<file path="config.mk">
export PLATFORM = sky130hd
export DESIGN_NAME = gkh_front
export DESIGN_NICKNAME = d
export VERILOG_FILES = /design/src/rtl/gkh_pkg.sv /design/src/rtl/gkh_front.sv
export SDC_FILE = /design/constraint.sdc
export NUM_CORES = 1
export LEC_CHECK = 0
export ABC_AREA = 1
export BUFFER_PORTS_ARGS = -buffer_cell sky130_fd_sc_hd__buf_2
export CORE_MARGIN = 2
export CORE_UTILIZATION = 54
export CTS_CLUSTER_SIZE = 16
export DETAILED_ROUTE_END_ITERATION = 16
export HOLD_SLACK_MARGIN = 0.02
export PLACE_DENSITY_LB_ADDON = 0.12
export SETUP_SLACK_MARGIN = 0.05
export SLEW_MARGIN = 15
export SYNTH_ARGS = -nofsm -noshare
export SYNTH_HDL_FRONTEND = slang
export SYNTH_SLANG_ARGS = --single-unit
</file>
<file path="constraint.sdc">
create_clock -name clock -period 6.7 [get_ports clock]
set_clock_uncertainty 0.15 [all_clocks]
set_input_delay 2.01 -clock clock [delete_from_list [all_inputs] [get_ports clock]]
set_output_delay 2.01 -clock clock [all_outputs]
set_load 0.02 [all_outputs]
</file>
<file path="src/rtl/gkh_pkg.sv">
// Package for the glyph key lookup-or-insert table: sizes, hash, payload types.
// No dependencies.
`timescale 1ns / 1ps
`default_nettype none
package gkh_pkg;
   localparam int BUCKETS      = 256;
   localparam int POOL_ENTRIES = 1024;
   localparam int BKT_W  = $clog2(BUCKETS);
   localparam int IDX_W  = $clog2(POOL_ENTRIES);
   localparam int LINK_W = $clog2(POOL_ENTRIES + 1);
   localparam int KEY_W  = 62;
   localparam int QDEPTH = 2;

   localparam logic OP_LOOKUP = 1'b0;
   localparam logic OP_CLEAR  = 1'b1;

   typedef struct packed {
      logic        operation;
      logic [20:0] char_code;
      logic [7:0]  size_px;
      logic [31:0] rgba_color;
      logic        outline;
   } req_type;

   typedef struct packed {
      logic [9:0] entry_index;
      logic       found;
      logic       full_res;
   } rsp_type;

   // Classified command passed from the front to the back
   typedef struct packed {
      logic             clear;
      logic [BKT_W-1:0] bucket;
      logic [KEY_W-1:0] key;
   } cmd_type;

   function automatic logic [BKT_W-1:0] bucket_of(input req_type r);
      logic [31:0] v;
      v = {11'd0, r.char_code} ^ (32'(r.size_px) * 32'd97) ^ r.rgba_color
          ^ (r.outline ? 32'd31 : 32'd0);
      return v[BKT_W-1:0];
   endfunction

   function automatic logic [KEY_W-1:0] key_of(input req_type r);
      return {r.outline, r.rgba_color, r.size_px, r.char_code};
   endfunction
endpackage
`default_nettype wire

</file>
<file path="src/rtl/gkh_front.sv">
// Front end: accepts transactions, hashes the key and queues commands.
// Depends on gkh_pkg.
`timescale 1ns / 1ps
`default_nettype none
module gkh_front (
   input  wire logic            clock,
   input  wire logic            reset,
   input  wire logic            req_push,
   output logic                 req_full,
   input  wire gkh_pkg::req_type req_data,
   output logic                 cmd_valid,
   output gkh_pkg::cmd_type     cmd_data,
   input  wire logic            cmd_take
);
   import gkh_pkg::*;
   localparam int PTR_W = $clog2(QDEPTH);

   cmd_type          q_ff [QDEPTH];
   logic [PTR_W-1:0] wr_ff, rd_ff;
   logic [PTR_W:0]   cnt_ff;
   logic             push_ok;
   cmd_type          cmd_in;

   assign req_full  = (cnt_ff == (PTR_W+1)'(QDEPTH));
   assign push_ok   = req_push && !req_full;
   assign cmd_valid = (cnt_ff != '0);
   assign cmd_data  = q_ff[rd_ff];

   // Classify the incoming transaction
   always_comb begin
      cmd_in.clear  = (req_data.operation == OP_CLEAR);
      cmd_in.bucket = bucket_of(req_data);
      cmd_in.key    = key_of(req_data);
   end

   // Queue storage
   always_ff @(posedge clock) begin
      if (push_ok) q_ff[wr_ff] <= cmd_in;
   end

   // Queue pointers
   always_ff @(posedge clock) begin
      if (reset) begin
         wr_ff  <= '0;
         rd_ff  <= '0;
         cnt_ff <= '0;
      end else begin
         if (push_ok) wr_ff <= wr_ff + 1'b1;
         if (cmd_take) rd_ff <= rd_ff + 1'b1;
         cnt_ff <= cnt_ff + (PTR_W+1)'(push_ok) - (PTR_W+1)'(cmd_take);
      end
   end
endmodule
`default_nettype wire

</file>
==> impl_metrics.env, run 1 <==
export IMPL_worstSetupPathType="flop to output port"
export IMPL_layout_common_cells="sky130_fd_sc_hd__edfxtp_1, sky130_fd_sc_hd__buf_2, sky130_fd_sc_hd__mux2_4, sky130_fd_sc_hd__xnor2_1"
export IMPL_syn_area_per_cell_um2=20.3
export IMPL_port_buffers=139
export IMPL_timing_max_cap_violations=0
export IMPL_power_density_mw_per_mm2=344
export IMPL_postPlaceCellArea_mm2=0.00679
export IMPL_layout_worst_path_cycle_share_pct=70.3
export IMPL_critical_path_reg2reg_endpoint="q_ff[0][27]$_DFFE_PP_"
export IMPL_routed_wirelength_mm=9.85
export IMPL_antenna_violating_nets_post_route=0
export IMPL_grt_pass1_vias=2897
export IMPL_critPathLaunchType="flop"
export IMPL_critPathMaxFanout=52
export IMPL_critical_path_arrival_ps=2550
export IMPL_global_route_overflow_total=0
export IMPL_floorplan_initialDensity_pct=55.5
export IMPL_resize_count_post_cts=0
export IMPL_tritoncts_num_buffers=17
export IMPL_timing_critical_path_to_type="output port"
export IMPL_placedCellCount=570
export IMPL_die_area_mm2=0.0120
export IMPL_hold_worst_slack_ps=362
export IMPL_clkSlewWorstSetupHoldPaths_ps=60
export IMPL_cts_post_setup_buffers_inserted=0
export IMPL_ys_seq_area_share_pct=72.3
export IMPL_drive_gt1_share_pct=53.7
export IMPL_finish_net_count=522
export IMPL_chipWidth_um=110
export IMPL_final_worst_slack_ps=1990
export IMPL_leakage_power_nw=2.99
export IMPL_grt_util_all_layers_pct=16.8
export IMPL_layout_cells_non_filler=602
export IMPL_routed_wire_length_per_instance_um=16.4
export IMPL_timing_critical_path_required_ps=4540
export IMPL_postCtsHoldBufs=0
export IMPL_maximum_number_of_pins_on_one_net_before_global_route_repair=53
export IMPL_drc_violation_total_after_the_first_tritonroute_iteration=99
export IMPL_r2r_worst_path_cells=4
export IMPL_max_vdd_ir_drop_v=0.000242
export IMPL_wire_length_of_the_first_global_routing_pass_mm=14.2
export IMPL_fin_area_mm2=0.00742
export IMPL_die_height_um=110
export IMPL_yosys_warnings=0
export IMPL_nets_in_the_synthesized_netlist=370
export IMPL_postSynthCellCount=297
export IMPL_synth_seq_cells=147
export IMPL_drt_pass1_iter_count=4
export IMPL_post_synth_num_cell_types=18
export IMPL_clock_tree_from_tritoncts="done"
export IMPL_gpl_final_weighted_congestion=0.678
export IMPL_r2r_slack_ps=4260
export IMPL_fmaxAchievable_ghz=0.212
export IMPL_worst_hold_path_type="flop to flop"
export IMPL_setup_worst_path_end="cmd_data[67]"
export IMPL_drcViolationCount=0
export IMPL_post_synth_instance_area_mm2=0.00604
export IMPL_dpl_hpwl_mm=6.41
export IMPL_leading_cell_type_in_the_layout_fill_and_taps_excluded="sky130_fd_sc_hd__edfxtp_1"
export IMPL_antenna_violations_before_repair=0
export IMPL_worst_case_setup_slack_after_placement_ps=2520
export IMPL_core_area_mm2=0.0109
export IMPL_later_pin_clock_latency_in_the_skew_report_ps=510
export IMPL_result_of_the_run="finished, final reports clean"
export IMPL_antennaDiodeCount=0
export IMPL_clock_sinks=147
export IMPL_area_delta_synth_final_pct=22.9
export IMPL_report_final_hold_viol_count=0
export IMPL_setup_viol=0
export IMPL_cts_max_level=4
export IMPL_ys_top_cells_by_area="sky130_fd_sc_hd__edfxtp_1, sky130_fd_sc_hd__mux2_4, sky130_fd_sc_hd__xnor2_1, sky130_fd_sc_hd__buf_12, sky130_fd_sc_hd__dfxtp_1"
export IMPL_final_max_slew_violation_count=0
export IMPL_row_count=38
export IMPL_totalNegativeSetupSlack_ps=0
export IMPL_finalCriticalPeriod_ps=4710
export IMPL_worst_slew_margin_rel_pct=32.9
export IMPL_synth_largest_area_cell="sky130_fd_sc_hd__edfxtp_1"
export IMPL_grt_setup_unrepaired="no"
export IMPL_rr_startpoint="cnt_ff[1]$_SDFF_PP0_"
export IMPL_synth_top_cell_area_share_pct=70.6
export IMPL_worstMarginPinSlew_ps=1000
export IMPL_cts_buffer_depth=2
export IMPL_ioPinCount=140
export IMPL_cts_root_buffer="sky130_fd_sc_hd__clkbuf_8"
export IMPL_vias_per_cell=4.93
export IMPL_vias=2966
synthesized netlist by cell type:
cell and n:
sky130_fd_sc_hd__edfxtp_1 142, sky130_fd_sc_hd__mux2_4 70, sky130_fd_sc_hd__xnor2_1 17, sky130_fd_sc_hd__nand2_1 16, sky130_fd_sc_hd__inv_1 11, sky130_fd_sc_hd__buf_12 7
sky130_fd_sc_hd__nor2_1 7, sky130_fd_sc_hd__ha_1 6, sky130_fd_sc_hd__dfxtp_1 5, sky130_fd_sc_hd__xor2_1 5, sky130_fd_sc_hd__nand3_1 3, sky130_fd_sc_hd__nor3b_1 2
sky130_fd_sc_hd__buf_2 1, sky130_fd_sc_hd__buf_6 1, sky130_fd_sc_hd__mux2_2 1, sky130_fd_sc_hd__nand3b_1 1, sky130_fd_sc_hd__o21ai_4 1, sky130_fd_sc_hd__or2_2 1
sequential cells by signal (all words and copies together) (netlist names), named ones only:
signal / cells
wr_ff: 1
rd_ff: 1
cnt_ff: 2
q_ff: 142
worst max-delay path, cell delays in order, from the launching register on:
cell and delay, ps:
sky130_fd_sc_hd__dfxtp_4 980, sky130_fd_sc_hd__buf_4 490, sky130_fd_sc_hd__mux2_4 340, sky130_fd_sc_hd__buf_2 160
per-layer routing:
layer,wire length [µm],up-vias,track usage [%],part of all wire [%]
li1,-,1416,-,-
met1,4060,1455,18.5,41
met4,153,0,7.87,1.6
met2,5080,84,29.1,52
met5,0,-,0,0
met3,552,11,5.75,5.6
per-stage QoR:
step	total power [mW]	utilization, %
CTS	2.58	68.2
finish	2.55	68.2
global placement	1.59	62.4
detailed placement	1.59	62.4
floorplan	1.48	-
global route	2.65	68.2
layout make-up:
type,count,area [µm²]
multi-input combinational,130,1490
sequential,147,4370
fill,761,3460
inverter,11,41.3
timing repair buffer,142,718
clock inverter,9,153
clock buffer,23,477
tap,140,175
cells by family (layout without fill, tap and decap cells):
family | count (synthesis) | in the layout | share of synthesized area [%]
buffers and inverters | 20 | 185 | 3.27
adder cells (fa/ha/maj) | 6 | 6 | 1.24
multiplexers | 71 | 71 | 17.6
AO/OA/AOI/OAI | 1 | 1 | 0.269
AND/OR/NAND/NOR | 30 | 30 | 2.16
XOR/XNOR | 22 | 22 | 3.19
flip-flops | 147 | 147 | 72.3
worst min path at each step:
stage	start	endpoint	slack, ps	cells past startpoint
global placement	rd_ff$_SDFFE_PP0P_	rd_ff$_SDFFE_PP0P_	350	2
detailed placement	rd_ff$_SDFFE_PP0P_	rd_ff$_SDFFE_PP0P_	360	2
global route	rd_ff$_SDFFE_PP0P_	rd_ff$_SDFFE_PP0P_	390	2
CTS	rd_ff$_SDFFE_PP0P_	rd_ff$_SDFFE_PP0P_	370	2
floorplan	rd_ff$_SDFFE_PP0P_	flop	330	2
finish	rd_ff$_SDFFE_PP0P_	rd_ff$_SDFFE_PP0P_	360	2
report_power, final:
part	total, mW	switching (mW)	internal, mW	leakage [nW]
Clock	0.984	0.341	0.643	0.300
Combinational	0.404	0.221	0.183	1.33
Sequential	1.17	0.0425	1.12	1.37
Total	2.55	0.604	1.95	2.99
(Power assumes the default switching activity.)
==> inputs of run 2 (changes only) <==
--- a/config.mk
+++ b/config.mk
@@ -5,10 +5,10 @@
 export SDC_FILE = /design/constraint.sdc
 export NUM_CORES = 1
 export LEC_CHECK = 0
-export ABC_AREA = 1
+export ABC_AREA = 0
 export BUFFER_PORTS_ARGS = -buffer_cell sky130_fd_sc_hd__buf_2
 export CORE_MARGIN = 2
-export CORE_UTILIZATION = 54
+export CORE_UTILIZATION = 53
 export CTS_CLUSTER_SIZE = 16
 export DETAILED_ROUTE_END_ITERATION = 16
 export HOLD_SLACK_MARGIN = 0.02
==> constraint.sdc (replaced) <==
create_clock -name clock -period 4.78 [get_ports clock]
set_clock_uncertainty 0.15 [all_clocks]
set_input_delay 1.434 -clock clock [delete_from_list [all_inputs] [get_ports clock]]
set_output_delay 1.434 -clock clock [all_outputs]
set_load 0.02 [all_outputs]
==> run 2 against run 1 <==
Compared with the run above: setup slack got worse by 930 ps; critical path depth shrank 1; core utilization decreased by 0.49 points; routed wire length decreased by 5.8%; final cell count shrank 4.2%; largest cell class unchanged; largest power group unchanged; synthesized area fell by 6.2%; critical path type unchanged.
==> impl_metrics.env, run 2 <==
export IMPL_worst_slew_margin_rel_pct=34.1
export IMPL_postSynthCellCount=278
export IMPL_worst_case_setup_slack_after_placement_ps=1420
export IMPL_fraction_of_power_consumed_by_the_clock_network_pct=36.5
export IMPL_resize_count_post_cts=0
export IMPL_power_report_internal_total_mw=2.52
export IMPL_report_final_hold_viol_count=0
export IMPL_layout_worst_path_cycle_share_pct=78.0
export IMPL_synth_async_sr_flop_share_pct=0
export IMPL_synth_enable_flop_cells=142
export IMPL_antenna_violations_before_repair=0
export IMPL_leading_cell_type_in_the_layout_fill_and_taps_excluded="sky130_fd_sc_hd__edfxtp_1"
export IMPL_cts_max_level=4
export IMPL_ys_seq_area_share_pct=77.1
export IMPL_core_area_mm2=0.0104
export IMPL_worstHoldStart="wr_ff$_SDFFE_PP0P_"
export IMPL_synth_top_cell_area_share_pct=75.3
export IMPL_timing_critical_path_to_type="output port"
export IMPL_rr_startpoint="cnt_ff[0]$_SDFF_PP0_"
export IMPL_n_fill_cell=767
export IMPL_die_height_um=107
export IMPL_holdPathStages=2
export IMPL_drive_gt1_share_pct=56.0
export IMPL_power_density_mw_per_mm2=478
export IMPL_critical_path_reg2reg_endpoint="q_ff[0][63]$_DFFE_PP_"
export IMPL_fmaxAchievable_ghz=0.268
export IMPL_synth_most_common_cell="sky130_fd_sc_hd__edfxtp_1"
export IMPL_nets_in_the_synthesized_netlist=351
export IMPL_floorplan_initialDensity_pct=54.6
export IMPL_gpl_final_weighted_congestion=0.726
export IMPL_fin_area_mm2=0.00702
export IMPL_sw_frac_of_total_pct=24.9
export IMPL_result_of_the_run="finished, final reports clean"
export IMPL_finalCriticalPeriod_ps=3730
export IMPL_vias_per_cell=4.93
export IMPL_dpl_hpwl_mm=5.80
export IMPL_critPathMaxFanout=71
export IMPL_largest_register_ff_count=142
export IMPL_hold_path_endpoint="wr_ff$_SDFFE_PP0P_"
export IMPL_r2r_worst_path_cells=5
export IMPL_syn_area_per_cell_um2=20.4
export IMPL_worstSetupPathType="flop to output port"
export IMPL_yosys_warnings=0
export IMPL_cts_root_buffer="sky130_fd_sc_hd__clkbuf_8"
export IMPL_antennaDiodeCount=0
export IMPL_synth_largest_area_cell="sky130_fd_sc_hd__edfxtp_1"
export IMPL_vias=2846
export IMPL_chipWidth_um=107
export IMPL_layout_common_cells="sky130_fd_sc_hd__edfxtp_1, sky130_fd_sc_hd__buf_2, sky130_fd_sc_hd__mux2_2, sky130_fd_sc_hd__xnor2_1, sky130_fd_sc_hd__clkbuf_16"
export IMPL_max_vdd_ir_drop_v=0.000311
export IMPL_cts_post_setup_buffers_inserted=0
export IMPL_grt_setup_unrepaired="no"
export IMPL_antenna_violating_nets_post_route=0
export IMPL_finish_net_count=501
export IMPL_row_count=37
export IMPL_port_buffers=139
export IMPL_routed_wire_length_per_instance_um=16.1
export IMPL_wire_length_of_the_first_global_routing_pass_mm=14.2
export IMPL_combPwrFrac_pct=15.1
export IMPL_ioPinCount=140
export IMPL_p_sw_mw=0.836
export IMPL_later_pin_clock_latency_in_the_skew_report_ps=520
export IMPL_ys_top_cells_by_count="sky130_fd_sc_hd__edfxtp_1, sky130_fd_sc_hd__mux2_2, sky130_fd_sc_hd__xnor2_1"
export IMPL_power_sequential_fraction_pct=48.4
export IMPL_drt_pass1_iter_count=4
export IMPL_timing_critical_path_required_ps=3200
export IMPL_ys_top_cells_by_area="sky130_fd_sc_hd__edfxtp_1, sky130_fd_sc_hd__mux2_2, sky130_fd_sc_hd__xnor2_1, sky130_fd_sc_hd__dfxtp_1, sky130_fd_sc_hd__buf_6"
export IMPL_grt_util_all_layers_pct=16.9
export IMPL_die_area_mm2=0.0115
export IMPL_leakage_power_nw=2.63
export IMPL_critPathLaunchType="flop"
export IMPL_grt_pass1_vias=2923
export IMPL_area_delta_synth_final_pct=24.0
export IMPL_routed_wirelength_mm=9.28
export IMPL_top_regs="q_ff (142), cnt_ff (2)"
export IMPL_clkSlewWorstSetupHoldPaths_ps=60
export IMPL_tritoncts_num_buffers=17
export IMPL_global_route_overflow_total=0
export IMPL_clock_sinks=147
export IMPL_final_worst_slack_ps=1050
export IMPL_worst_hold_path_type="flop to flop"
export IMPL_drc_violation_total_after_the_first_tritonroute_iteration=119
export IMPL_post_synth_instance_area_mm2=0.00566
export IMPL_worstMarginPinSlew_ps=989
export IMPL_r2r_slack_ps=2540
export IMPL_clock_tree_from_tritoncts="done"
export IMPL_totalNegativeSetupSlack_ps=0
export IMPL_maximum_number_of_pins_on_one_net_before_global_route_repair=72
export IMPL_post_synth_num_cell_types=22
export IMPL_timing_max_cap_violations=0
export IMPL_drcViolationCount=0
export IMPL_cts_buffer_depth=2
export IMPL_postPlaceCellArea_mm2=0.00646
export IMPL_postCtsHoldBufs=0
export IMPL_regMostFlops="q_ff"
export IMPL_synth_seq_cells=147
export IMPL_setup_viol=0
export IMPL_final_max_slew_violation_count=0
export IMPL_ys_dominant_reg_cell="sky130_fd_sc_hd__edfxtp_1"
export IMPL_critical_path_arrival_ps=2140
## run 2: how the worst max path moves through the flow
stage / to / depth (start not counted) / start
6_report: cmd_data[51] / 2 / flop
5_1_grt: cmd_data[49] / 2 / flop
4_1_cts: cmd_data[27] / 2 / flop
3_5_place_dp: q_ff[0][4]$_DFFE_PP_ / 5 / req_push
3_3_place_gp: q_ff[0][4]$_DFFE_PP_ / 5 / req_push
2_1_floorplan: q_ff[0][0]$_DFFE_PP_ / 3 / req_push
## run 2: power groups by stage
| stage | registers [mW] | logic (mW) | clock network [mW] |
|---|---|---|---|
| 2_1_floorplan | 1.62 | 0.368 | 0 |
| 3_3_place_gp | 1.64 | 0.507 | 0 |
| 3_5_place_dp | 1.65 | 0.514 | 0 |
| 4_1_cts | 1.63 | 0.516 | 1.25 |
| 5_1_grt | 1.64 | 0.546 | 1.30 |
| 6_report | 1.62 | 0.506 | 1.22 |
## run 2: layer usage
layer / vias to the layer above / GRT usage, % / wire, µm / part of all wire (%)
met5: - / 0 / 0 / 0
met4: 0 / 7.97 / 137 / 1.5
met3: 13 / 5.81 / 584 / 6.3
met2: 94 / 28.0 / 4780 / 52
met1: 1373 / 19.9 / 3770 / 41
li1: 1366 / - / - / -
## run 2: kinds of logic (layout without fill, tap and decap cells)
| kind of cell | count (synthesis) | after routing | share of synthesized area (%) |
|---|---|---|---|
| simple gates | 11 | 11 | 1.08 |
| mux | 71 | 71 | 14.1 |
| xor+xnor | 28 | 28 | 4.33 |
| flops | 147 | 147 | 77.1 |
| buf+inv | 13 | 176 | 1.88 |
| fa+ha+maj | 6 | 6 | 1.33 |
| compound gates | 2 | 2 | 0.177 |
## run 2: metrics by stage
step | cells | total power [mW] | hold WS, ps | utilization, %
final | 577 | 3.35 | 346 | 67.7
after detailed placement | 545 | 2.17 | 331 | 62.3
after floorplan | 278 | 1.99 | 301 | -
after global placement | 545 | 2.15 | 336 | 62.3
after CTS | 577 | 3.39 | 344 | 67.7
after global routing | 577 | 3.49 | 377 | 67.7
## run 2: cell type report
type | count | area [µm²] | share of cell area (%)
flip-flops and latches | 147 | 4370 | 62.2
multi-input cells | 118 | 1190 | 17.0
repair buffers | 140 | 716 | 10.2
clock buffers | 18 | 418 | 5.95
well taps | 136 | 170 | 2.42
clock inverters | 14 | 138 | 1.96
inverters | 4 | 15.0 | 0.214
## run 2: worst max-delay path, cell delays in order, from the launching register on
cell and delay, ps:
sky130_fd_sc_hd__dfxtp_4 980, sky130_fd_sc_hd__mux2_2 430, sky130_fd_sc_hd__buf_2 160
==> inputs of run 3 (changes only) <==
==> constraint.sdc (replaced) <==
create_clock -name clock -period 3.9 [get_ports clock]
set_clock_uncertainty 0.15 [all_clocks]
set_input_delay 1.17 -clock clock [delete_from_list [all_inputs] [get_ports clock]]
set_output_delay 1.17 -clock clock [all_outputs]
set_load 0.02 [all_outputs]
==> run 3 against run 2 <==
Compared with the run above: sequential share of layout area decreased by 0.35 points; die area unchanged; routed wire length up 1.8%; hold slack got worse by 1.5 ps; cell area up 0.57%; critical path depth grew 1; core utilization up 0.39 points; via count up 2.3%; global-route usage fell by 0.14 points; non-clock buffer count rose by 8; first-iteration DRC count fell by 20%.
==> impl_metrics.env, run 3 (synthesis gave the netlist of run 2 again) <==
export IMPL_result_of_the_run="finished, final reports clean"
export IMPL_tritoncts_num_buffers=17
export IMPL_cts_max_level=4
export IMPL_worst_case_setup_slack_after_placement_ps=964
export IMPL_worst_slew_margin_rel_pct=68.7
export IMPL_wire_length_of_the_first_global_routing_pass_mm=14.1
export IMPL_cts_post_setup_buffers_inserted=0
export IMPL_fmaxAchievable_ghz=0.301
export IMPL_worstHoldStart="wr_ff$_SDFFE_PP0P_"
export IMPL_die_height_um=107
export IMPL_vias_per_cell=4.98
export IMPL_worstPathCellList="buf_4, mux2_2, buf_2"
export IMPL_clock_tree_from_tritoncts="done"
export IMPL_leakage_power_nw=2.65
export IMPL_final_max_slew_violation_count=0
export IMPL_regMostFlops="q_ff"
export IMPL_routed_wirelength_mm=9.44
export IMPL_area_delta_synth_final_pct=24.7
export IMPL_antenna_violating_nets_post_route=0
export IMPL_floorplan_initialDensity_pct=54.6
export IMPL_resize_count_post_cts=0
export IMPL_timing_critical_path_required_ps=2580
export IMPL_global_route_overflow_total=0
export IMPL_layout_worst_path_cycle_share_pct=85.3
export IMPL_dpl_hpwl_mm=6.30
export IMPL_worstMarginPinSlew_ps=470
export IMPL_grt_util_all_layers_pct=16.8
export IMPL_totalNegativeSetupSlack_ps=0
export IMPL_grt_setup_unrepaired="no"
export IMPL_timing_critical_path_to_type="output port"
export IMPL_holdPathStages=2
export IMPL_r2r_worst_path_cells=5
export IMPL_port_buffers=139
export IMPL_fin_area_mm2=0.00706
export IMPL_critical_path_reg2reg_endpoint="q_ff[0][65]$_DFFE_PP_"
export IMPL_core_area_mm2=0.0104
export IMPL_postPlaceCellArea_mm2=0.00652
export IMPL_finalCriticalPeriod_ps=3330
export IMPL_ioPinCount=140
export IMPL_worstSetupPathType="flop to output port"
export IMPL_setup_viol=0
export IMPL_drt_pass1_iter_count=4
export IMPL_clkSlewWorstSetupHoldPaths_ps=60
export IMPL_r2r_slack_ps=1890
export IMPL_drcViolationCount=0
export IMPL_postCtsHoldBufs=0
export IMPL_critical_path_arrival_ps=2010
export IMPL_drive_gt1_share_pct=56.8
export IMPL_rr_startpoint="cnt_ff[0]$_SDFF_PP0_"
export IMPL_cts_root_buffer="sky130_fd_sc_hd__clkbuf_8"
export IMPL_finish_net_count=509
export IMPL_critPathMaxFanout=32
export IMPL_clock_sinks=147
export IMPL_leading_cell_type_in_the_layout_fill_and_taps_excluded="sky130_fd_sc_hd__edfxtp_1"
export IMPL_critPathLaunchType="flop"
export IMPL_timing_critical_path_slowest_cell_delay_ps=640
export IMPL_timing_max_cap_violations=0
export IMPL_later_pin_clock_latency_in_the_skew_report_ps=510
export IMPL_cts_buffer_depth=2
export IMPL_worst_hold_path_type="flop to flop"
export IMPL_routed_wire_length_per_instance_um=16.1
export IMPL_power_density_mw_per_mm2=574
export IMPL_drc_violation_total_after_the_first_tritonroute_iteration=95
export IMPL_crit_slowest_cell="sky130_fd_sc_hd__dfxtp_4"
export IMPL_row_count=37
export IMPL_grt_pass1_vias=2944
export IMPL_final_worst_slack_ps=573
export IMPL_largest_register_ff_count=142
export IMPL_top_regs="q_ff (142), cnt_ff (2)"
export IMPL_antennaDiodeCount=0
export IMPL_layout_common_cells="sky130_fd_sc_hd__edfxtp_1, sky130_fd_sc_hd__buf_2, sky130_fd_sc_hd__mux2_2, sky130_fd_sc_hd__xnor2_1, sky130_fd_sc_hd__clkbuf_16"
export IMPL_vias=2912
export IMPL_maximum_number_of_pins_on_one_net_before_global_route_repair=33
export IMPL_die_area_mm2=0.0115
export IMPL_hold_path_endpoint="wr_ff$_SDFFE_PP0P_"
export IMPL_max_vdd_ir_drop_v=0.000272
export IMPL_chipWidth_um=107
export IMPL_report_final_hold_viol_count=0
export IMPL_gpl_final_weighted_congestion=0.713
export IMPL_antenna_violations_before_repair=0
## run 3: changes by cell type in the layout (fill, tap and decap cells not counted), moves of 2 or more
cell,previous run,this run
sky130_fd_sc_hd__buf_4,0,8
sky130_fd_sc_hd__clkinv_4,1,3
sky130_fd_sc_hd__clkinvlp_4,3,5
sky130_fd_sc_hd__inv_6,2,0
## run 3: layout make-up
cell class	count	area [µm²]
timing repair buffer	148	776
fill	770	3310
inverter	4	15.0
multi-input combinational	118	1190
sequential	147	4370
clock buffer	19	422
tap	136	170
clock inverter	13	114
## run 3: per-stage QoR
| stage | power (mW) | hold WS [ps] | util, % | instances |
|---|---|---|---|---|
| floorplan | 2.44 | 301 | - | 278 |
| global placement | 2.65 | 326 | 62.9 | 553 |
| detailed placement | 2.67 | 332 | 62.9 | 553 |
| CTS | 4.10 | 343 | 68.1 | 585 |
| global route | 4.22 | 379 | 68.1 | 585 |
| finish | 4.05 | 344 | 68.1 | 585 |
## run 3: worst max path at each step
stage	cells past startpoint	slack (ps)	from	endpoint
2_1_floorplan	3	380	req_push	q_ff[0][0]$_DFFE_PP_
3_3_place_gp	7	980	req_data[33]	q_ff[0][69]$_DFFE_PP_
3_5_place_dp	7	960	req_data[33]	q_ff[1][69]$_DFFE_PP_
4_1_cts	3	520	flop	cmd_data[31]
5_1_grt	3	450	flop	cmd_data[1]
6_report	3	570	flop	cmd_data[31]
## run 3: worst max-delay path, delay by kind of cell (launching register included)
kind	cells	cell delay, ps
flops	1	640
buf+inv	2	490
mux	1	360
## run 3: where the power goes
part	internal, mW	total, mW	switching [mW]
clock network	0.841	1.43	0.588
logic	0.265	0.649	0.384
registers	1.93	1.97	0.0470
total	3.03	4.05	1.02
## run 3: routing by layer
metal / vias up / global-route usage (%) / routed length, µm
li1: 1393 / - / -
met1: 1412 / 19.6 / 3830
met2: 99 / 28.4 / 4880
met3: 8 / 6.30 / 627
met4: 0 / 6.04 / 99
met5: - / 0 / 0
